[src/rtl/core/b64_pkg.sv]
`timescale 1ns / 1ps
// ----------------------------------------------------------------------------
// b64_pkg
// Shared types, constants and the alphabet lookup of the Base64 encoder.
// ----------------------------------------------------------------------------
package b64_pkg;

  localparam int FIFO_DEPTH = 4;
  localparam int FIFO_AW    = $clog2(FIFO_DEPTH);
  localparam int FIFO_CW    = $clog2(FIFO_DEPTH + 1);

  localparam logic [7:0] PAD_CHAR   = 8'h3D;
  localparam logic [7:0] PLUS_CHAR  = 8'h2B;
  localparam logic [7:0] SLASH_CHAR = 8'h2F;

  // one encoded byte: up to four characters
  typedef struct packed {
    logic [1:0]      cnt_m1;
    logic [3:0][5:0] sym;
    logic [3:0]      pad;
    logic            last;
  } job_t;

  function automatic logic [7:0] sym_char(logic [5:0] v);
    logic [7:0] c;
    if (v < 6'd26) begin
      c = 8'h41 + {2'b00, v};
    end else if (v < 6'd52) begin
      c = 8'h61 + {2'b00, v} - 8'd26;
    end else if (v < 6'd62) begin
      c = 8'h30 + {2'b00, v} - 8'd52;
    end else if (v == 6'd62) begin
      c = PLUS_CHAR;
    end else begin
      c = SLASH_CHAR;
    end
    return c;
  endfunction

endpackage

[src/rtl/core/b64_front.sv]
`timescale 1ns / 1ps
// ----------------------------------------------------------------------------
// b64_front
// Accepts raw bytes, tracks the group phase and carried bits, and turns each
// byte into a request of one to four symbols for the character queue.
// ----------------------------------------------------------------------------
module b64_front import b64_pkg::*; (
  input  logic       clk,
  input  logic       rst_n,
  input  logic       in_tvalid,
  output logic       in_tready,
  input  logic [7:0] in_tdata,   // [7:0] in_byte
  input  logic       in_tlast,   // last_byte
  input  logic       q_full,
  output logic       q_push,
  output job_t       q_job
);

  logic [1:0] phase_r, phase_nxt;
  logic [3:0] carry_r, carry_nxt;

  assign in_tready = !q_full;
  assign q_push    = in_tvalid && !q_full;

  always_comb begin
    phase_nxt     = phase_r;
    carry_nxt     = carry_r;
    q_job.sym     = '0;
    q_job.pad     = '0;
    q_job.cnt_m1  = 2'd0;
    q_job.last    = in_tlast;
    unique case (phase_r)
      2'd1: begin
        q_job.sym[0] = {carry_r[1:0], in_tdata[7:4]};
        if (in_tlast) begin
          q_job.sym[1] = {in_tdata[3:0], 2'b00};
          q_job.pad[2] = 1'b1;
          q_job.cnt_m1 = 2'd2;
          phase_nxt    = 2'd0;
          carry_nxt    = 4'd0;
        end else begin
          phase_nxt    = 2'd2;
          carry_nxt    = in_tdata[3:0];
        end
      end
      2'd2: begin
        q_job.sym[0] = {carry_r, in_tdata[7:6]};
        q_job.sym[1] = in_tdata[5:0];
        q_job.cnt_m1 = 2'd1;
        phase_nxt    = 2'd0;
        carry_nxt    = 4'd0;
      end
      default: begin
        q_job.sym[0] = in_tdata[7:2];
        if (in_tlast) begin
          q_job.sym[1] = {in_tdata[1:0], 4'b0000};
          q_job.pad[2] = 1'b1;
          q_job.pad[3] = 1'b1;
          q_job.cnt_m1 = 2'd3;
          phase_nxt    = 2'd0;
          carry_nxt    = 4'd0;
        end else begin
          phase_nxt    = 2'd1;
          carry_nxt    = {2'b00, in_tdata[1:0]};
        end
      end
    endcase
  end

  always_ff @(posedge clk) begin
    if (!rst_n) begin
      phase_r <= 2'd0;
      carry_r <= 4'd0;
    end else if (q_push) begin
      phase_r <= phase_nxt;
      carry_r <= carry_nxt;
    end
  end

endmodule

[src/rtl/core/b64_fifo.sv]
`timescale 1ns / 1ps
// ----------------------------------------------------------------------------
// b64_fifo
// Short request queue between the byte front end and the character back end.
// ----------------------------------------------------------------------------
module b64_fifo import b64_pkg::*; (
  input  logic clk,
  input  logic rst_n,
  input  logic push,
  input  job_t wr_job,
  input  logic pop,
  output job_t rd_job,
  output logic full,
  output logic empty
);

  job_t               mem_r [FIFO_DEPTH];
  logic [FIFO_AW-1:0] wr_ptr_r;
  logic [FIFO_AW-1:0] rd_ptr_r;
  logic [FIFO_CW-1:0] cnt_r;

  assign full   = (cnt_r == FIFO_CW'(FIFO_DEPTH));
  assign empty  = (cnt_r == '0);
  assign rd_job = mem_r[rd_ptr_r];

  always_ff @(posedge clk) begin
    if (push) begin
      mem_r[wr_ptr_r] <= wr_job;
    end
  end

  always_ff @(posedge clk) begin
    if (!rst_n) begin
      wr_ptr_r <= '0;
      rd_ptr_r <= '0;
      cnt_r    <= '0;
    end else begin
      if (push) begin
        wr_ptr_r <= wr_ptr_r + FIFO_AW'(1);
      end
      if (pop) begin
        rd_ptr_r <= rd_ptr_r + FIFO_AW'(1);
      end
      if (push && !pop) begin
        cnt_r <= cnt_r + FIFO_CW'(1);
      end else if (pop && !push) begin
        cnt_r <= cnt_r - FIFO_CW'(1);
      end
    end
  end

  a_no_overflow: assert property (@(posedge clk) disable iff (!rst_n)
    !(push && full)) else $error("push into full queue");
  a_no_underflow: assert property (@(posedge clk) disable iff (!rst_n)
    !(pop && empty)) else $error("pop from empty queue");
  a_cnt_range: assert property (@(posedge clk) disable iff (!rst_n)
    cnt_r <= FIFO_CW'(FIFO_DEPTH)) else $error("queue count out of range");
  a_ptr_gap: assert property (@(posedge clk) disable iff (!rst_n)
    (cnt_r != '0 && cnt_r != FIFO_CW'(FIFO_DEPTH)) |-> (wr_ptr_r != rd_ptr_r))
    else $error("pointers disagree with count");

endmodule

[src/rtl/core/b64_back.sv]
`timescale 1ns / 1ps
// ----------------------------------------------------------------------------
// b64_back
// Walks the characters of the queued request at the head and drives them one
// per cycle into the output register, pausing while out_tready holds it full.
// ----------------------------------------------------------------------------
module b64_back import b64_pkg::*; (
  input  logic       clk,
  input  logic       rst_n,
  input  job_t       q_job,
  input  logic       q_empty,
  output logic       q_pop,
  output logic       out_tvalid,
  input  logic       out_tready,
  output logic [7:0] out_tdata,  // [7:0] out_char
  output logic       out_tlast   // last_char
);

  logic [1:0] idx_r, idx_nxt;
  logic       vld_r, vld_nxt;
  logic [7:0] char_r, char_nxt;
  logic       last_r, last_nxt;
  logic       load;
  logic       at_end;

  assign load   = !q_empty && (!vld_r || out_tready);
  assign at_end = (idx_r == q_job.cnt_m1);
  assign q_pop  = load && at_end;

  always_comb begin
    idx_nxt  = idx_r;
    vld_nxt  = vld_r;
    char_nxt = char_r;
    last_nxt = last_r;
    if (vld_r && out_tready) begin
      vld_nxt = 1'b0;
    end
    if (load) begin
      vld_nxt  = 1'b1;
      char_nxt = q_job.pad[idx_r] ? PAD_CHAR : sym_char(q_job.sym[idx_r]);
      last_nxt = at_end && q_job.last;
      idx_nxt  = at_end ? 2'd0 : idx_r + 2'd1;
    end
  end

  always_ff @(posedge clk) begin
    if (!rst_n) begin
      idx_r <= 2'd0;
      vld_r <= 1'b0;
    end else begin
      idx_r <= idx_nxt;
      vld_r <= vld_nxt;
    end
  end

  always_ff @(posedge clk) begin
    char_r <= char_nxt;
    last_r <= last_nxt;
  end

  assign out_tvalid = vld_r;
  assign out_tdata  = char_r;
  assign out_tlast  = last_r;

  a_idx_in_job: assert property (@(posedge clk) disable iff (!rst_n)
    !q_empty |-> (idx_r <= q_job.cnt_m1)) else $error("char index past request");
  a_idx_idle: assert property (@(posedge clk) disable iff (!rst_n)
    q_empty |-> (idx_r == 2'd0)) else $error("char index left mid request");
  a_last_pad: assert property (@(posedge clk) disable iff (!rst_n)
    (load && q_job.pad[idx_r]) |=> (out_tdata == PAD_CHAR))
    else $error("pad character lost");

endmodule

[src/rtl/core/base64_stream_encoder.sv]
`timescale 1ns / 1ps
// ----------------------------------------------------------------------------
// base64_stream_encoder
// Streaming Base64 encoder with the standard alphabet and '=' padding.
// ----------------------------------------------------------------------------
// Each input byte (in_tlast marks the final byte of a message) becomes one to
// four ASCII characters on the output stream, out_tlast on the final one.
// A byte is accepted whenever the four-entry request queue has room; its
// characters pass through the queue and then the output register.
// Characters leave through a single output register at one per cycle while
// out_tready is high, so a byte occupies the back end until all of its
// characters (one to four) have been loaded. Over full groups three bytes
// become four characters, bounded by the one-character output channel.
// ----------------------------------------------------------------------------
module base64_stream_encoder import b64_pkg::*; (
  input  logic       clk,
  input  logic       rst_n,
  input  logic       in_tvalid,
  output logic       in_tready,
  input  logic [7:0] in_tdata,   // [7:0] in_byte
  input  logic       in_tlast,   // last_byte
  output logic       out_tvalid,
  input  logic       out_tready,
  output logic [7:0] out_tdata,  // [7:0] out_char
  output logic       out_tlast   // last_char
);

  job_t push_job;
  job_t head_job;
  logic q_push;
  logic q_pop;
  logic q_full;
  logic q_empty;

  b64_front u_front (
    .clk       (clk),
    .rst_n     (rst_n),
    .in_tvalid (in_tvalid),
    .in_tready (in_tready),
    .in_tdata  (in_tdata),
    .in_tlast  (in_tlast),
    .q_full    (q_full),
    .q_push    (q_push),
    .q_job     (push_job)
  );

  b64_fifo u_fifo (
    .clk    (clk),
    .rst_n  (rst_n),
    .push   (q_push),
    .wr_job (push_job),
    .pop    (q_pop),
    .rd_job (head_job),
    .full   (q_full),
    .empty  (q_empty)
  );

  b64_back u_back (
    .clk        (clk),
    .rst_n      (rst_n),
    .q_job      (head_job),
    .q_empty    (q_empty),
    .q_pop      (q_pop),
    .out_tvalid (out_tvalid),
    .out_tready (out_tready),
    .out_tdata  (out_tdata),
    .out_tlast  (out_tlast)
  );

endmodule
[config.mk]
export PLATFORM = sky130hd
export DESIGN_NAME = base64_stream_encoder
export DESIGN_NICKNAME = d
export VERILOG_FILES = /design/src/rtl/core/b64_pkg.sv /design/src/rtl/core/b64_front.sv /design/src/rtl/core/b64_fifo.sv /design/src/rtl/core/b64_back.sv /design/src/rtl/core/base64_stream_encoder.sv
export SDC_FILE = /design/constraint.sdc
export NUM_CORES = 1
export LEC_CHECK = 0
export CORE_MARGIN = 10
export CORE_UTILIZATION = 57
export DETAILED_ROUTE_END_ITERATION = 10
export DONT_BUFFER_PORTS = 1
export PLACE_DENSITY_LB_ADDON = 0.08
export SKIP_LAST_GASP = 1
export SLEW_MARGIN = 20
export SYNTH_ARGS = -nofsm -noshare
export SYNTH_HDL_FRONTEND = slang
export SYNTH_SLANG_ARGS = --single-unit
[constraint.sdc]
create_clock -name clk -period 2.8 [get_ports clk]
set_clock_uncertainty 0.1 [all_clocks]
set_input_delay 0.14 -clock clk [delete_from_list [all_inputs] [get_ports clk]]
set_output_delay 0.14 -clock clk [all_outputs]
set_load 0.1 [all_outputs]
==> out/results.tsv, run 1 <==
metric	value	unit
yosysMostFrequentCell	edfxtp_1	
grtUsageTotal	16.5	%
numCtsBuffers	9	
viasPerCell	5.79	
ys_ff_latch	95	
synth_enable_flop_cells	77	
synthTopCellsByArea	edfxtp_1, dfxtp_1, ha_1	
worstMarginPinSlew	956	ps
netlist_area	4580	µm²
grt_first_pass_wirelength	15300	µm
postRouteAntennaNets	0	
ys_async_sr_fraction	0	%
power_frac_comb	47.7	%
p_per_area	1120	nW/µm²
io_pins	24	
cp.arrival	3100	ps
firstDrtPassIters	5	
grt.overflow.total	0	
synthTopCellsByCount	edfxtp_1, nand2_1, dfxtp_1	
htreeDepth	3	
core-area	7770	µm²
dpl.cell_count	476	
timing.slew.headroom	35.7	%
rsz0062_at_grt	yes	
nets	447	
die_w	110	µm
path_max_fanout	6	
fillCellCount	537	
route.detailed.drc	0	
min_path_type	input pin to flop	
worstSetupEndpointType	flop	
avgSynthCellArea	13.5	µm²
critPathKind	flop to flop	
gp_congestion	0.890	
power_frac_seq	39.4	%
die_area	12000	µm²
min_period	3010	ps
yosysTopAreaCell	edfxtp_1	
wire_per_inst	18.8	µm
final_cells	524	
place_hpwl	6480	µm
cts_buffer_depth	2	
netlist_instances	340	
ys_types	53	
grt_pass1_vias	2983	
ys.flop_type	edfxtp_1	
clock_latency	350	ps
internal-power	0.00374	W
layout-drive-gt1-share	27.5	%
power	0.00627	W
ir_drop	464	µV
utilization	72.2	%
p_sw_share	40.3	%
finalSetupViolations	9	
worst_slack	-208	ps
antenna_found_initial	0	
grt_max_degree	23	
clock_sink_count	95	
power.leakage	2.12	nW
violations	setup timing	
switchingPower	0.00252	W
wl	9840	µm
diodes	0	
pwr-share-clk	13.0	%
hold_viol	0	
rows	32	
start_util	59.0	%
fin_crit_sh	107	%
cap_viol_max_count	0	
via_count	3036	
chipHeight	110	µm
start_kind	flop	
reg2reg_slack	-210	ps
cts_root_buf	clkbuf_8	
yosysTopAreaCellShare	50.5	%
synth.net_count	370	
yosysWarnings	0	
cp.required	2890	ps
status	complete, but fails checks	
slew_viol_final	0	
timing.fmax	332	MHz
clk_pin_slew	100	ps
timing.hold.ws	34.8	ps
portBuffers	0	
tns	-1070	ps
seq_area_frac_synth	58.4	%
syn_to_final_growth	22.4	%
cts_tree	built	
drtIter0Drc	149	
cell type report:
| class | instances | area [µm²] | area share [%] |
|---|---|---|---|
| clock inverter | 6 | 45.0 | 0.803 |
| multi-input combinational | 213 | 1870 | 33.3 |
| tap | 102 | 128 | 2.28 |
| sequential | 95 | 2680 | 47.8 |
| timing repair buffer | 80 | 692 | 12.3 |
| inverter | 18 | 67.6 | 1.21 |
| clock buffer | 10 | 128 | 2.28 |
path summary, 6_finish.rpt:
check / cells past startpoint / endpoint / from
worst min-delay path: 2 / u_fifo.mem_r[0][4]$_DFFE_PP_ / in_tdata[3]
worst max register to register: 11 / u_back.out_tdata[5]$_SDFFCE_PP1N_ / flop
worst min register to register: 2 / u_fifo.cnt_r[2]$_SDFFE_PN0P_ / u_fifo.cnt_r[2]$_SDFFE_PN0P_
worst max-delay path: 11 / u_back.out_tdata[5]$_SDFFCE_PP1N_ / flop
power groups by stage:
stage / clock network, W / logic (W) / registers, W
floorplan: 0 / 0.00166 / 0.00250
global placement: 0 / 0.00246 / 0.00250
detailed placement: 0 / 0.00248 / 0.00251
CTS: 0.000828 / 0.00264 / 0.00247
global route: 0.000881 / 0.00327 / 0.00249
finish: 0.000812 / 0.00299 / 0.00247
layer usage:
metal	routed length [µm]	global-route usage, %
met5	0	0
met1	4180	20.4
met4	149	6.69
met3	576	3.51
met2	4930	27.7
kinds of logic after synthesis:
family | synth area share [%]
muxes | 11.4
AOI/OAI and AO/OA | 9.02
DFF | 58.4
xor gates and xnor gates | 2.30
buffers and inverters | 3.88
and+or+nand+nor | 10.2
adders and majority gates | 4.81
per-stage QoR:
stage                     setup WS, ps  instance area, µm²
after CTS                         -167                5440
final                             -208                5610
after detailed placement          -253                5040
after floorplan                  -65.1                4640
after global routing              -280                5610
after global placement            -167                5040
state kept, by name (all words and copies together) (netlist names), 2 cells and up, named ones only:
name              flops
u_back.out_tdata      8
u_fifo.rd_ptr_r       2
u_back.idx_r          2
u_fifo.cnt_r          3
u_fifo.mem_r         68
u_front.phase_r       2
u_front.carry_r       4
u_fifo.wr_ptr_r       2
timing repair:
action,in CTS,in global routing
resized for setup,5,24
pin swaps,0,8
setup buffers,2,10
hold buffers,19,0
hold endpoints to repair,42,0
setup endpoints to repair,10,15
cloned,0,1
cell usage in the layout, fill, tap and decap left out, types with 3 or more instances in the layout:
cell	netlist	final
a32oi_1	5	5
nor3_1	4	4
mux4_1	7	7
nor2b_1	8	8
nand3_1	8	8
a21oi_1	4	3
xnor2_1	9	7
a21boi_0	10	9
mux4_2	8	8
nor2_1	16	14
nand2_2	0	3
mux2i_1	12	9
and2_1	11	9
inv_1	16	14
a22oi_1	7	6
xor2_1	3	3
buf_6	5	5
edfxtp_1	77	77
and3_1	7	7
a31oi_1	3	3
o21ai_0	16	14
buf_4	1	54
clkbuf_8	1	9
nand2_1	31	28
dlygate4sd3_1	0	19
dfxtp_1	18	16
ha_1	16	12
critical path: stages, from the launching register on:
cell,delay (ps)
dfxtp_4,410
buf_6,140
buf_6,90
mux4_2,510
mux2i_4,210
nor2_4,70
ha_4,160
a222oi_1,330
buf_4,190
o31a_4,170
mux2_4,310
a32oi_2,150
Power figures use the tool's default switching activity.
==> run 2: changes to the inputs <==
--- a/config.mk
+++ b/config.mk
@@ -6,7 +6,7 @@
 export NUM_CORES = 1
 export LEC_CHECK = 0
 export CORE_MARGIN = 10
-export CORE_UTILIZATION = 57
+export CORE_UTILIZATION = 61
 export DETAILED_ROUTE_END_ITERATION = 10
 export DONT_BUFFER_PORTS = 1
 export PLACE_DENSITY_LB_ADDON = 0.08
==> constraint.sdc (replaced) <==
create_clock -name clk -period 3.1 [get_ports clk]
set_clock_uncertainty 0.1 [all_clocks]
set_input_delay 0.155 -clock clk [delete_from_list [all_inputs] [get_ports clk]]
set_output_delay 0.155 -clock clk [all_outputs]
set_load 0.1 [all_outputs]
==> run 2 against run 1 <==
Cell count down 7.4%. Worst hold slack worse by 19 ps. Global-route usage about the same. Non-clock buffer count down 36. The flow now finishes without violations. Combinational power down 24%. First-iteration DRC count up 17%. Wire length down 4.0%. Critical path type unchanged. Critical endpoint is now u_back.out_tdata[3]$_SDFFCE_PP1N_. Sequential share of layout area up 3.4 points.
==> out/results.tsv, run 2 (synthesized netlist as in run 1, its figures left out) <==
metric	value	unit
status	complete, no violations	
postRouteAntennaNets	0	
timing.hold.ws	15.4	ps
route.detailed.drc	0	
largest_reg_flops	68	
cts_tree	built	
top_register	u_fifo.mem_r	
wire_per_inst	19.5	µm
grtUsageTotal	16.5	%
antenna_found_initial	0	
critPathKind	flop to flop	
die_w	107	µm
power_frac_seq	42.0	%
rsz0062_at_grt	yes	
dpl.cell_count	447	
rows	31	
min_period	3010	ps
start_util	62.8	%
crit_path_top_delay_cell	mux4_2	
layout_common_cells	edfxtp_1, buf_4, nand2_1, dfxtp_1	
drtIter0Drc	175	
tns	0	ps
clock_latency	370	ps
r2r_end	u_back.out_tdata[3]$_SDFFCE_PP1N_	
timing.slew.headroom	39.7	%
diodes	0	
clock_sink_count	95	
cp_cell_sequence	buf_12 > mux4_2 > mux2i_1 > nor2_1 > buf_4 > ha_1 > nand2b_1 > o21ai_0 > nor4_2 > a2111oi_2 > a211o_1	
reg2reg_slack	90	ps
utilization	71.8	%
cts_buffer_depth	2	
start_kind	flop	
clk_pin_slew	100	ps
wl	9440	µm
rr_worst_depth	11	
worstSetupEndpointType	flop	
pwr-share-clk	15.1	%
finalSetupViolations	0	
htreeDepth	3	
grt_first_pass_wirelength	14900	µm
layout-drive-gt1-share	21.5	%
path_buf_inv	2	
switchingPower	0.00222	W
chipHeight	107	µm
final_cells	485	
nets	411	
power.leakage	1.89	nW
p_sw_share	41.9	%
syn_to_final_growth	14.3	%
min_path_type	input pin to flop	
crit_path_end	u_back.out_tdata[3]$_SDFFCE_PP1N_	
cp.required	3120	ps
ir_drop	461	µV
portBuffers	0	
worstMarginPinSlew	906	ps
io_pins	24	
grt.overflow.total	0	
hold_viol	0	
place_hpwl	6230	µm
grt_max_degree	23	
viasPerCell	5.98	
cp.arrival	3030	ps
cp_top_family	multiplexers	
core-area	7290	µm²
cp.depth	11	
grt_pass1_vias	2869	
p_per_area	1010	nW/µm²
internal-power	0.00308	W
via_count	2900	
gp_congestion	0.884	
whs_path_depth	1	
slew_viol_final	0	
numCtsBuffers	9	
cts_root_buf	clkbuf_8	
fin_crit_sh	97.0	%
path_max_fanout	6	
firstDrtPassIters	4	
slowest_delay	530	ps
layout_commonest_cell	edfxtp_1	
power_frac_comb	42.9	%
cap_viol_max_count	0	
timing.fmax	332	MHz
die_area	11400	µm²
==> run 2: cell count changes in the layout (fill, tap and decap cells not counted), sizes merged <==
cell and change:
dlygate4sd3 -12, buf -25, clkbuf +1, clkinvlp -1
inv +1
==> run 2: layout make-up <==
cell class                      count  area, µm²
Multi-Input combinational cell    213       1760
Clock buffer                       10        138
Tap cell                           99        124
Clock inverter                      6       63.8
Sequential cell                    95       2680
Inverter                           18       67.6
Fill cell                         520       2060
Timing Repair Buffer               44        402
==> run 2: worst min-delay path by stage <==
stage / startpoint / to / slack (ps)
6_report: in_tlast / u_fifo.mem_r[0][16]$_DFFE_PP_ / 20
5_1_grt: in_tlast / u_fifo.mem_r[1][16]$_DFFE_PP_ / 10
4_1_cts: in_tlast / u_fifo.mem_r[1][16]$_DFFE_PP_ / 9
3_5_place_dp: in_tlast / u_fifo.mem_r[3][0]$_DFFE_PP_ / 160
3_3_place_gp: in_tlast / u_fifo.mem_r[2][0]$_DFFE_PP_ / 160
2_1_floorplan: in_tlast / u_fifo.mem_r[0][0]$_DFFE_PP_ / 150
==> run 2: power by group through the flow <==
stage	Combinational (W)	Clock (W)	Sequential, W
2_1_floorplan	0.00144	0	0.00225
5_1_grt	0.00248	0.000878	0.00225
3_5_place_dp	0.00193	0	0.00225
6_report	0.00227	0.000800	0.00223
4_1_cts	0.00203	0.000811	0.00223
3_3_place_gp	0.00190	0	0.00224
==> run 2: metal layers <==
layer  vias up  wire, µm  GRT usage [%]
met4         0       122           5.80
met2        81      4680           27.9
met1      1442      4070           20.2
li1       1361         -              -
met5         -         0              0
met3        16       569           4.25
==> run 2: repair_timing <==
action                                 in CTS  in global routing
endpoints found under the hold margin      37                  0
pin swaps                                   1                  4
buffers inserted                            3                 10
setup endpoints to repair                   2                  9
resized for setup                           3                 19
hold buffers                                7                  0
cloned                                      1                  1
==> run 2: through the flow <==
| step | power [W] | cell area [µm²] | worst slack [ps] |
|---|---|---|---|
| after floorplan | 0.00369 | 4580 | 34.5 |
| after global placement | 0.00414 | 4790 | 64.4 |
| after detailed placement | 0.00418 | 4790 | 29.3 |
| after CTS | 0.00506 | 5090 | 3.16 |
| after global routing | 0.00561 | 5240 | -26.0 |
| final | 0.00530 | 5240 | 92.0 |
==> run 2: worst reg2reg max path, delay by kind of cell (launching register included) <==
kind,cells,cell delay [ps]
buf+inv,2,320
simple gates,3,530
compound gates,3,520
fa+ha+maj,1,220
flops,1,380
mux,2,720
==> run 3: changes to the inputs <==
--- a/config.mk
+++ b/config.mk
@@ -14,4 +14,5 @@
 export SLEW_MARGIN = 20
 export SYNTH_ARGS = -nofsm -noshare
 export SYNTH_HDL_FRONTEND = slang
+export SYNTH_HIERARCHICAL = 1
 export SYNTH_SLANG_ARGS = --single-unit
==> run 3 against run 2 <==
The flow now finishes with violations (setup timing). Combinational power is 26% higher. Non-clock buffer count increased by 14. Setup slack lost 200 ps. Register-to-register slack lost 200 ps. Global-route usage is 0.35 points higher. Count of clock-buffer cells in the layout increased by 12. Total power up 54%. Critical path depth is 1 lower. Fmax down 6.3%. Sequential cell count rose by 56. Critical endpoint is now u_back/out_tdata[3]$_SDFFCE_PP1P_. Largest cell class unchanged.
==> out/results.tsv, run 3 <==
metric	value	unit
dpl.cell_count	550	
grt_util_met2	28.7	%
use_met1	20.5	%
netlist_instances	396	
path_max_fanout	6	
grt_max_degree	32	
grt_pass1_vias	3778	
worstSetupEndpointType	flop	
diodes	0	
die_w	124	µm
cts_buffer_depth	2	
grt.overflow.total	0	
path_buf_inv	2	
grt_first_pass_wirelength	20700	µm
cp.required	3260	ps
worstMarginPinSlew	925	ps
via_count	3699	
rsz0062_at_grt	yes	
place_hpwl	8050	µm
status	complete, but fails checks	
avgSynthCellArea	16.8	µm²
gp_congestion	0.925	
layout_common_cells	edfxtp_1, buf_4, mux4_2, dfxtp_1	
nets	482	
portBuffers	0	
route.detailed.drc	0	
use_met3	4.47	%
cts_tree	built	
htreeDepth	4	
reg2reg_slack	-110	ps
switchingPower	0.00279	W
ys_async_sr_fraction	0	%
clk_pin_slew	60	ps
power.leakage	2.77	nW
drtIter0Drc	413	
min_period	3210	ps
cp_top_family	multiplexers	
final_cells	607	
wire_per_inst	21.4	µm
netlist_area	6660	µm²
syn_to_final_growth	18.6	%
layout_commonest_cell	edfxtp_1	
synthTopCellsByCount	edfxtp_1, mux4_2, dfxtp_1, buf_4, nand2_1	
finalSetupViolations	2	
layout-drive-gt1-share	28.1	%
clock_sink_count	151	
start_kind	flop	
slew_viol_final	0	
pre_cts_ws	-85.0	ps
core-area	10700	µm²
die_area	15500	µm²
yosysMostFrequentCell	edfxtp_1	
clock_latency	510	ps
cts_root_buf	clkbuf_8	
grt.busiest_layer	met2	
timing.fmax	312	MHz
cp.depth	10	
top_register	u_fifo/mem_r	
grtUsageTotal	16.9	%
ir_drop	647	µV
worst_slack	-109	ps
chipHeight	124	µm
min_path_type	input pin to flop	
slowest_delay	510	ps
synthTopCellsByArea	edfxtp_1, mux4_2, dfxtp_1	
wl	13000	µm
timing.slew.headroom	38.5	%
placed_area	6950	µm²
rr_worst_depth	10	
synth_enable_flop_cells	133	
pwr-share-clk	26.1	%
cp.arrival	3370	ps
antenna_found_initial	0	
power_frac_seq	38.9	%
utilization	73.5	%
p_per_area	1040	nW/µm²
internal-power	0.00539	W
yosysTopAreaCell	edfxtp_1	
ys.flop_type	edfxtp_1	
postRouteAntennaNets	0	
yosysWarnings	6	
seq_area_frac_synth	65.4	%
largest_reg_flops	124	
numCtsBuffers	17	
cap_viol_max_count	0	
p_sw_share	34.1	%
rows	38	
viasPerCell	6.09	
yosysTopAreaCellShare	60.0	%
power_frac_comb	35.0	%
r2r_end	u_back/out_tdata[3]$_SDFFCE_PP1P_	
ys_ff_latch	151	
ys_types	51	
finalInstanceArea	7890	µm²
start_util	61.9	%
worst_path_most_repeated_cell	mux4_2	
crit_path_top_delay_cell	mux4_2	
violations	setup timing	
critPathKind	flop to flop	
firstDrtPassIters	8	
cp_cell_sequence	buf_6 > mux4_2 > mux4_2 > inv_2 > ha_4 > nand2_4 > o221ai_4 > a21oi_2 > a221o_1 > or3_1	
crit_path_end	u_back/out_tdata[3]$_SDFFCE_PP1P_	
fillCellCount	679	
fin_crit_sh	104	%
hold_viol	0	
io_pins	24	
-- run 3: cell types whose count changed in the layout (fill, tap and decap cells not counted), moves of 7 or more --
cell       delta
a21boi_0      -8
clkbuf_16    +15
clkbuf_8      -8
conb_1       +14
edfxtp_1     +56
mux4_2       +23
nand2_1      -14
xnor2_1       -7
-- run 3: stage by stage --
step	setup TNS, ps	hold slack, ps	power [W]
after detailed placement	-189	156	0.00569
after CTS	-23.1	4.57	0.00803
after global placement	-30.1	156	0.00561
after global routing	-647	27.4	0.00858
after floorplan	-42.3	176	0.00497
final	-110	14.9	0.00819
-- run 3: area by class of cell --
| type | count | area [µm²] | area share (%) |
|---|---|---|---|
| flip-flops and latches | 151 | 4360 | 55.2 |
| multi-input cells | 210 | 2160 | 27.4 |
| repair buffers | 58 | 519 | 6.58 |
| clock buffers | 22 | 443 | 5.61 |
| clock inverters | 10 | 178 | 2.25 |
| well taps | 140 | 175 | 2.22 |
| inverters | 16 | 60.1 | 0.761 |
-- run 3: repair_timing --
item,in CTS,in global routing
buffers inserted,8,4
cloned,0,0
pin swaps,3,5
hold buffers,13,0
setup endpoints to repair,4,8
hold endpoints to repair,78,0
gates resized for setup,12,11
-- run 3: worst min path at each step --
stage	to	startpoint	cells past startpoint
final	u_fifo/mem_r[2][14]$_DFFE_PP_	in_tdata[1]	2
after global routing	u_fifo/mem_r[3][14]$_DFFE_PP_	in_tdata[1]	2
after CTS	u_fifo/mem_r[2][13]$_DFFE_PP_	in_tdata[2]	2
after detailed placement	u_fifo/mem_r[2][0]$_DFFE_PP_	in_tlast	0
after global placement	u_fifo/mem_r[2][0]$_DFFE_PP_	in_tlast	0
after floorplan	flop	rst_n	1
-- run 3: cells by family (layout without fill, tap and decap cells) --
logic type / Yosys count / in the layout / synth area share, %
flip-flops: 151 / 151 / 65.4
AND/OR/NAND/NOR: 80 / 80 / 7.07
AO/OA/AOI/OAI: 51 / 51 / 5.41
buffers and inverters: 48 / 106 / 4.45
multiplexers: 43 / 43 / 13.7
adder cells (fa/ha/maj): 15 / 15 / 2.93
XOR/XNOR: 7 / 7 / 0.921
other: 1 / 14 / 0.0563
-- run 3: power groups by stage --
| stage | combinational [W] | clock (W) | sequential (W) |
|---|---|---|---|
| 2_1_floorplan | 0.00177 | 0 | 0.00320 |
| 3_3_place_gp | 0.00238 | 0 | 0.00323 |
| 3_5_place_dp | 0.00244 | 0 | 0.00325 |
| 4_1_cts | 0.00267 | 0.00217 | 0.00319 |
| 5_1_grt | 0.00309 | 0.00227 | 0.00321 |
| 6_report | 0.00287 | 0.00214 | 0.00318 |
-- run 3: per-layer routing --
layer	routed length (µm)	vias up	part of all wire, %
li1	-	1646	-
met1	5100	1875	39
met2	6950	151	54
met3	699	27	5.4
met4	235	0	1.8
met5	0	-	0
